File: config.mk
export PLATFORM = sky130hd
export DESIGN_NAME = aospq_ctrl
export DESIGN_NICKNAME = d
export VERILOG_FILES = /design/src/rtl/astar_open_set_priority_queue_macros.svh /design/src/rtl/aospq_pkg.sv /design/src/rtl/aospq_ctrl.sv
export SDC_FILE = /design/constraint.sdc
export NUM_CORES = 1
export LEC_CHECK = 0
export BUFFER_PORTS_ARGS = -buffer_cell sky130_fd_sc_hd__buf_2
export CORE_ASPECT_RATIO = 1.1
export CORE_MARGIN = 10
export CORE_UTILIZATION = 39
export CTS_BUF_LIST = sky130_fd_sc_hd__clkbuf_16
export CTS_CLUSTER_SIZE = 10
export DETAILED_ROUTE_END_ITERATION = 10
export PLACE_DENSITY_LB_ADDON = 0.05
export SYNTH_ARGS = -nofsm -noshare
export SYNTH_HDL_FRONTEND = slang
export SYNTH_SLANG_ARGS = --single-unit
File: constraint.sdc
create_clock -name i_clk -period 1.5 [get_ports i_clk]
set_input_delay 0.45 -clock i_clk [delete_from_list [all_inputs] [get_ports i_clk]]
set_output_delay 0.45 -clock i_clk [all_outputs]
set_load 0.03 [all_outputs]
File: src/rtl/astar_open_set_priority_queue_macros.svh
// Assertion macros for the open-set queue datapath.
`ifndef ASTAR_OPEN_SET_PRIORITY_QUEUE_MACROS_SVH
`define ASTAR_OPEN_SET_PRIORITY_QUEUE_MACROS_SVH
`ifndef NO_ASSERTIONS
`define AOSPQ_ASSERT_IMP(lbl, clk, rst_n, ante, cons) \
    lbl: assert property (@(posedge clk) disable iff (!rst_n) (ante) |-> (cons)) \
        else $error("%m: check failed");
`define AOSPQ_ASSERT_NEXT(lbl, clk, rst_n, ante, cons) \
    lbl: assert property (@(posedge clk) disable iff (!rst_n) (ante) |=> (cons)) \
        else $error("%m: check failed");
`else
`define AOSPQ_ASSERT_IMP(lbl, clk, rst_n, ante, cons)
`define AOSPQ_ASSERT_NEXT(lbl, clk, rst_n, ante, cons)
`endif
`endif

File: src/rtl/aospq_pkg.sv
`default_nettype none
package aospq_pkg;

    localparam int DEPTH_DEF  = 256;
    localparam int FUNC_W     = 2;
    localparam int POS_W      = 8;
    localparam int IDX_W      = 16;
    localparam int COST_W     = 15;
    localparam int EST_W      = 8;
    localparam int STAT_W     = 2;
    localparam int CNT_OUT_W  = 9;
    localparam int DIST_W     = POS_W + 1;
    localparam int KEY_W      = COST_W + EST_W + DIST_W;
    localparam int CFG_IDX_W  = 4;
    localparam int CFG_DATA_W = 8;

    typedef enum logic [FUNC_W-1:0] {
        FUNC_INSERT = 2'd0,
        FUNC_POP    = 2'd1,
        FUNC_UPDATE = 2'd2,
        FUNC_CLEAR  = 2'd3
    } t_func;

    localparam logic [STAT_W-1:0] STAT_OK    = 2'd0;
    localparam logic [STAT_W-1:0] STAT_FULL  = 2'd1;
    localparam logic [STAT_W-1:0] STAT_EMPTY = 2'd2;

    localparam logic [CFG_IDX_W-1:0] CFG_GOAL_X = 4'd0;
    localparam logic [CFG_IDX_W-1:0] CFG_GOAL_Y = 4'd1;

    typedef struct packed {
        logic [POS_W-1:0]  x;
        logic [POS_W-1:0]  y;
        logic [IDX_W-1:0]  idx;
        logic [COST_W-1:0] cost;
        logic [EST_W-1:0]  est;
    } t_entry;

    localparam int ENTRY_W = $bits(t_entry);

    typedef enum logic [2:0] {
        RD_TOP,
        RD_MID,
        RD_PTR,
        RD_PTR_PREV,
        RD_PTR_NEXT
    } t_rd_sel;

    typedef struct packed {
        logic              latch;
        t_rd_sel           rd_sel;
        logic              wr_en;
        logic              wr_new;
        logic              search_init;
        logic              bs_step;
        logic              ptr_zero;
        logic              ptr_cnt;
        logic              ptr_inc;
        logic              ptr_dec;
        logic              cnt_inc;
        logic              cnt_dec;
        logic              cnt_clr;
        logic              pop_cap;
        logic              stat_set;
        logic [STAT_W-1:0] stat_val;
        logic              res_load;
    } t_cmd;

    typedef struct packed {
        t_func func;
        logic  full;
        logic  empty;
        logic  lo_lt_hi;
        logic  ptr_gt_lo;
        logic  ptr_lt_cnt;
        logic  idx_match;
        logic  out_free;
    } t_stat;

    function automatic logic [DIST_W-1:0] manhattan(
        input logic [POS_W-1:0] x,
        input logic [POS_W-1:0] y,
        input logic [POS_W-1:0] gx,
        input logic [POS_W-1:0] gy
    );
        logic [POS_W-1:0] dx;
        logic [POS_W-1:0] dy;
        dx = (x > gx) ? (x - gx) : (gx - x);
        dy = (y > gy) ? (y - gy) : (gy - y);
        return {1'b0, dx} + {1'b0, dy};
    endfunction

endpackage
`default_nettype wire

File: src/rtl/aospq_ctrl.sv
`default_nettype none
module aospq_ctrl (
    input  logic             i_clk,
    input  logic             i_rst_n,
    input  logic             i_in_valid,
    output logic             o_in_ready,
    output aospq_pkg::t_cmd  o_cmd,
    input  aospq_pkg::t_stat i_stat
);
    typedef enum logic [3:0] {
        S_IDLE,
        S_DISPATCH,
        S_INS,
        S_BS_CHK,
        S_BS_CMP,
        S_SH_CHK,
        S_SH_WR,
        S_POP,
        S_SCAN_CHK,
        S_SCAN_CMP,
        S_DEL_CHK,
        S_DEL_WR,
        S_DONE
    } t_state;

    t_state r_state;
    t_state n_state;

    always_comb begin
        o_cmd      = '0;
        o_in_ready = 1'b0;
        n_state    = r_state;
        case (r_state)
            S_IDLE: begin
                o_in_ready = i_rst_n;
                if (i_in_valid && i_rst_n) begin
                    o_cmd.latch = 1'b1;
                    n_state     = S_DISPATCH;
                end
            end
            S_DISPATCH: begin
                case (i_stat.func)
                    aospq_pkg::FUNC_INSERT: n_state = S_INS;
                    aospq_pkg::FUNC_POP: begin
                        if (i_stat.empty) begin
                            o_cmd.stat_set = 1'b1;
                            o_cmd.stat_val = aospq_pkg::STAT_EMPTY;
                            n_state        = S_DONE;
                        end else begin
                            o_cmd.rd_sel = aospq_pkg::RD_TOP;
                            n_state      = S_POP;
                        end
                    end
                    aospq_pkg::FUNC_UPDATE: begin
                        o_cmd.ptr_zero = 1'b1;
                        n_state        = S_SCAN_CHK;
                    end
                    default: begin
                        o_cmd.cnt_clr = 1'b1;
                        n_state       = S_DONE;
                    end
                endcase
            end
            S_INS: begin
                if (i_stat.full) begin
                    o_cmd.stat_set = 1'b1;
                    o_cmd.stat_val = aospq_pkg::STAT_FULL;
                    n_state        = S_DONE;
                end else begin
                    o_cmd.search_init = 1'b1;
                    n_state           = S_BS_CHK;
                end
            end
            S_BS_CHK: begin
                if (i_stat.lo_lt_hi) begin
                    o_cmd.rd_sel = aospq_pkg::RD_MID;
                    n_state      = S_BS_CMP;
                end else begin
                    o_cmd.ptr_cnt = 1'b1;
                    n_state       = S_SH_CHK;
                end
            end
            S_BS_CMP: begin
                o_cmd.bs_step = 1'b1;
                n_state       = S_BS_CHK;
            end
            S_SH_CHK: begin
                if (i_stat.ptr_gt_lo) begin
                    o_cmd.rd_sel = aospq_pkg::RD_PTR_PREV;
                    n_state      = S_SH_WR;
                end else begin
                    o_cmd.wr_en   = 1'b1;
                    o_cmd.wr_new  = 1'b1;
                    o_cmd.cnt_inc = 1'b1;
                    n_state       = S_DONE;
                end
            end
            S_SH_WR: begin
                o_cmd.wr_en   = 1'b1;
                o_cmd.ptr_dec = 1'b1;
                n_state       = S_SH_CHK;
            end
            S_POP: begin
                o_cmd.pop_cap = 1'b1;
                o_cmd.cnt_dec = 1'b1;
                n_state       = S_DONE;
            end
            S_SCAN_CHK: begin
                if (i_stat.ptr_lt_cnt) begin
                    o_cmd.rd_sel = aospq_pkg::RD_PTR;
                    n_state      = S_SCAN_CMP;
                end else begin
                    n_state = S_INS;
                end
            end
            S_SCAN_CMP: begin
                if (i_stat.idx_match) begin
                    o_cmd.cnt_dec = 1'b1;
                    n_state       = S_DEL_CHK;
                end else begin
                    o_cmd.ptr_inc = 1'b1;
                    n_state       = S_SCAN_CHK;
                end
            end
            S_DEL_CHK: begin
                if (i_stat.ptr_lt_cnt) begin
                    o_cmd.rd_sel = aospq_pkg::RD_PTR_NEXT;
                    n_state      = S_DEL_WR;
                end else begin
                    n_state = S_INS;
                end
            end
            S_DEL_WR: begin
                o_cmd.wr_en   = 1'b1;
                o_cmd.ptr_inc = 1'b1;
                n_state       = S_DEL_CHK;
            end
            S_DONE: begin
                if (i_stat.out_free) begin
                    o_cmd.res_load = 1'b1;
                    n_state        = S_IDLE;
                end
            end
            default: n_state = S_IDLE;
        endcase
    end

    always_ff @(posedge i_clk) begin
        if (!i_rst_n) begin
            r_state <= S_IDLE;
        end else begin
            r_state <= n_state;
        end
    end
endmodule
`default_nettype wire

==> results of run 1 <==
synth_stat cells, types with 2 or more instances:
cell      count
buf_4         4
a21oi_1       4
nor3_1        5
a22oi_1       4
o21ai_0       2
nor2_1       12
o21a_1        3
buf_2         2
nand2b_1      6
and4b_1       2
nor2b_1       5
and3_1        3
dfxtp_1       4
nand2_1       5
kinds of logic after synthesis:
kind of cell,Yosys count,synth area share (%)
AO/OA/AOI/OAI,21,23.6
AND/OR/NAND/NOR,50,55.7
flip-flops,4,13.4
buffers and inverters,7,7.32
timing repair:
action	4_1_cts
hold endpoints to repair	0
pin swaps	6
hold buffers	0
setup buffers	6
setup endpoints to repair	21
gates resized for setup	46
per-stage QoR:
stage	util, %	worst slack [ns]	TNS (ns)	instances	area (sq um)
4_1_cts	91.8	-0.303	-4.98	161	1290
2_1_floorplan	-	-0.178	-0.662	82	708
3_3_place_gp	74.0	-0.151	-0.846	152	1040
3_5_place_dp	74.0	-0.157	-0.984	152	1040
==> metrics, run 1 <==
status did not finish; stopping stage global routing; Err [ERROR DPL-0038] Utilization greater than 100%, impossible to legalize; post-synth top area share 13.4%; IO Pins 33; Initial Util 42.7%; CTS Buf Count 3; Post-synth top flop dfxtp_1; Seq/Total Area, Yosys 13.4%; Syn Inst Count 82; synth top area cells dfxtp_1 (13%), nor2_1 (7.5%), nand2b_1 (6.3%), nor2b_1 (5.2%), a22oi_1 (5.0%); post-GRT worst EP o_cmd[3]; # H-tree levels 1; kind of the worst endpoint primary output; Yosys reg bits 4; Post-synth EDFFs 0; CTS Sinks 4; Yosys Warn Count 0; Die Width 57.3 um; Root Buffer clkbuf_16; largest net degree at the start of global routing 9; buffers added on ports 32; Mean Syn Cell Area 7.29 sq um; GPL Wtd Cong 0.862; Post-synth ARST share 0%; cell taking the most area after synthesis dfxtp_1; Netlist cell types 35; hpwl dp 1.76 mm; clk buf depth 2; synthesized area 598 sq um; Die H 61.1 um; Cell Rows 14; Net Count, Synth 94
==> run 2: changes to the inputs <==
--- a/config.mk
+++ b/config.mk
@@ -6,13 +6,10 @@
 export NUM_CORES = 1
 export LEC_CHECK = 0
 export BUFFER_PORTS_ARGS = -buffer_cell sky130_fd_sc_hd__buf_2
-export CORE_ASPECT_RATIO = 1.1
-export CORE_MARGIN = 10
-export CORE_UTILIZATION = 39
-export CTS_BUF_LIST = sky130_fd_sc_hd__clkbuf_16
-export CTS_CLUSTER_SIZE = 10
+export CORE_AREA = 10 10 71 73
 export DETAILED_ROUTE_END_ITERATION = 10
-export PLACE_DENSITY_LB_ADDON = 0.05
+export DIE_AREA = 0 0 81 83
+export PLACE_DENSITY_LB_ADDON = 0.15
 export SYNTH_ARGS = -nofsm -noshare
 export SYNTH_HDL_FRONTEND = slang
 export SYNTH_SLANG_ARGS = --single-unit
==> constraint.sdc (replaced) <==
create_clock -name i_clk -period 1.95 [get_ports i_clk]
set_input_delay 0.585 -clock i_clk [delete_from_list [all_inputs] [get_ports i_clk]]
set_output_delay 0.585 -clock i_clk [all_outputs]
set_load 0.03 [all_outputs]
==> run 2 against run 1 <==
- the flow now finishes, with violations (negative setup slack)
- synthesized cell count unchanged
- synthesized area unchanged
==> metrics, run 2 <==
GPL Wtd Cong 0.775 (-10%); Biggest register r_state; gr usage total 6.90%; GRT overflow 0; Seq/Total Area, Yosys 13.4% (unchanged); Synth top cells by count nor2_1 (12), nand2b_1 (6), nand2_1 (5), nor2b_1 (5), nor3_1 (5); DR vias 809; final setup fails 3; Placed Instances 174 (+14%); Die Area 6720 sq um; Placeable Area 3630 sq um; failing checks negative setup slack; CTS Buf Count 3 (unchanged); hpwl dp 1.95 mm (+11%); Die Width 81 um (+41%); post-place instance area 950 sq um (-8.4%); CP Capture Type output pin; Clk pwr share 12.0%; RSZ-0062 raised after global routing yes; buffers added on ports 32 (unchanged); Yosys Warn Count 0 (unchanged); CP Cell Sequence buf_6 > nor4b_4 > and4b_2 > or2_4 > buf_6; Yosys reg bits 4 (unchanged); Max Cap Viol 0; TritonCTS clock tree done; Slowest cell on crit path dfxtp_4; status finished, violations left; Reg clk slew, reported paths 0.03 ns; WP data arrival 1.39 ns; IO Pins 33 (unchanged); largest net degree at the start of global routing 12; finished layout cell area 1150 sq um; Initial Util 16.5% (-26 points); sequential share of power 14.1%; Sw Share 46.8%; synth top area cells dfxtp_1 (13%), nor2_1 (7.5%), nand2b_1 (6.3%), nor2b_1 (5.2%), a22oi_1 (5.0%); hold slack final 0.640 ns; Combinational Power Share 73.8%; Syn Inst Count 82 (unchanged); Final Hold Fails 0; static leakage 0.521 nW; Post-synth top flop dfxtp_1; clk buf depth 2 (unchanged); antenna cells 0; routed len/inst 13.7 um; P&R area growth vs syn 92.0%; residual DRC count 0; crit path time final 1.98 ns; vias in the first global route 843; setup ws final -0.0257 ns; Crit path max-delay family simple AND/OR/NAND/NOR gates; Total Wirelength 2.49 mm; CP startpoint kind register; CP max stage delay 0.35 ns; # H-tree levels 1 (unchanged); clk_lat worst skew 0.22 ns; Max-slew headroom 79.0%; CP required 1.36 ns; CTS Sinks 4 (unchanged); hold_buf cts 0 (unchanged); commonest non-fill, non-tap cell in the layout buf_4; top flop regs r_state (4); Worst Tran Pin Value 0.311 ns; most frequent cells in the layout buf_4 (26), buf_2 (20), nor2_1 (9); Final nets 148; Root Buffer clkbuf_8; Hold Path Class input port to register; Top cell by count, worst path buf_6; number of routed nets with antenna violations 0; FILL cells 416; post-synth top area share 13.4% (unchanged); CP Buf/Inv Count 2; max-slew violation count 0; Fmax 506 MHz; Pint 772 uW; switching power total 679 uW; clock skew 0.00430 ns; vias per cell 4.45; cell taking the most area after synthesis dfxtp_1; max reg flops 4; first-pass GRT wire length 3.86 mm; Cell Rows 22 (+8); Final period util 101%; Post-synth EDFFs 0 (unchanged); Die H 83 um (+36%); Pwr Total 1.45 mW; Post-synth ARST share 0% (unchanged); setup TNS -0.0632 ns; fin cells 182; initial antenna violation count 0; Crit Path Class register to output pin; share of layout cells above drive strength 1 64.2%; drt pass-1 iters 4; Net Count, Synth 94 (unchanged); VDD IR-drop max 0.000303 V; most frequent cell after synthesis nor2_1; DRT iter0 DRCs 43; worst-path maximum fanout 5; synthesized area 598 sq um (unchanged); Netlist cell types 35 (unchanged); PD cells 1260 nW/um^2; Mean Syn Cell Area 7.29 sq um (unchanged)
==> run 2: worst paths after layout <==
check / startpoint / to / slack (ns) / cells after the start
hold / removal: i_rst_n / r_state[2] / 0.64 / 2
setup / recovery: r_state[2] / o_cmd[3] / -0.03 / 5
setup reg to reg: r_state[2] / r_state[0] / 0.45 / 8
hold reg to reg: r_state[3] / r_state[2] / 0.64 / 2
==> run 2: logic make-up after synthesis <==
kind of cell	synth area share, %
AND/OR/NAND/NOR	55.7
AO/OA/AOI/OAI	23.6
buffers and inverters	7.32
flip-flops	13.4
==> run 2: stage by stage <==
stage          util, %  worst slack, ns
5_1_grt           31.6           -0.106
6_report          31.6          -0.0257
3_5_place_dp      26.1           0.0350
4_1_cts           28.8          -0.0452
3_3_place_gp      26.1           0.0354
2_1_floorplan        -          -0.0203
==> run 2: power by group through the flow <==
stage | logic [mW] | clock network (mW) | registers (mW)
2_1_floorplan | 0.603 | 0 | 0.161
3_3_place_gp | 0.892 | 0 | 0.193
3_5_place_dp | 0.882 | 0 | 0.194
4_1_cts | 0.941 | 0.178 | 0.206
5_1_grt | 1.17 | 0.188 | 0.216
6_report | 1.07 | 0.175 | 0.205
==> run 2: routing by layer <==
metal  vias to the layer above  track usage (%)  wire [um]
met5                         -                0          0
met4                         0             1.88         14
met3                         2             2.26        168
met2                        17             12.2       1300
met1                       382             7.46        999
li1                        408                -          -
==> run 2: final cells by class <==
| class | instances | area (sq um) | share of cell area [%] |
|---|---|---|---|
| Multi-Input combinational cell | 71 | 562 | 48.9 |
| Timing Repair Buffer | 55 | 389 | 33.9 |
| Sequential cell | 4 | 92.6 | 8.06 |
| Tap cell | 48 | 60.1 | 5.23 |
| Clock buffer | 3 | 41.3 | 3.59 |
| Inverter | 1 | 3.75 | 0.327 |
==> run 2: timing repair <==
action / CTS / global route
pin swaps: 1 / 5
setup buffers: 1 / 4
setup endpoints to repair: 20 / 17
cloned: 0 / 0
resized for setup: 18 / 28
Power figures use the tool's default switching activity.
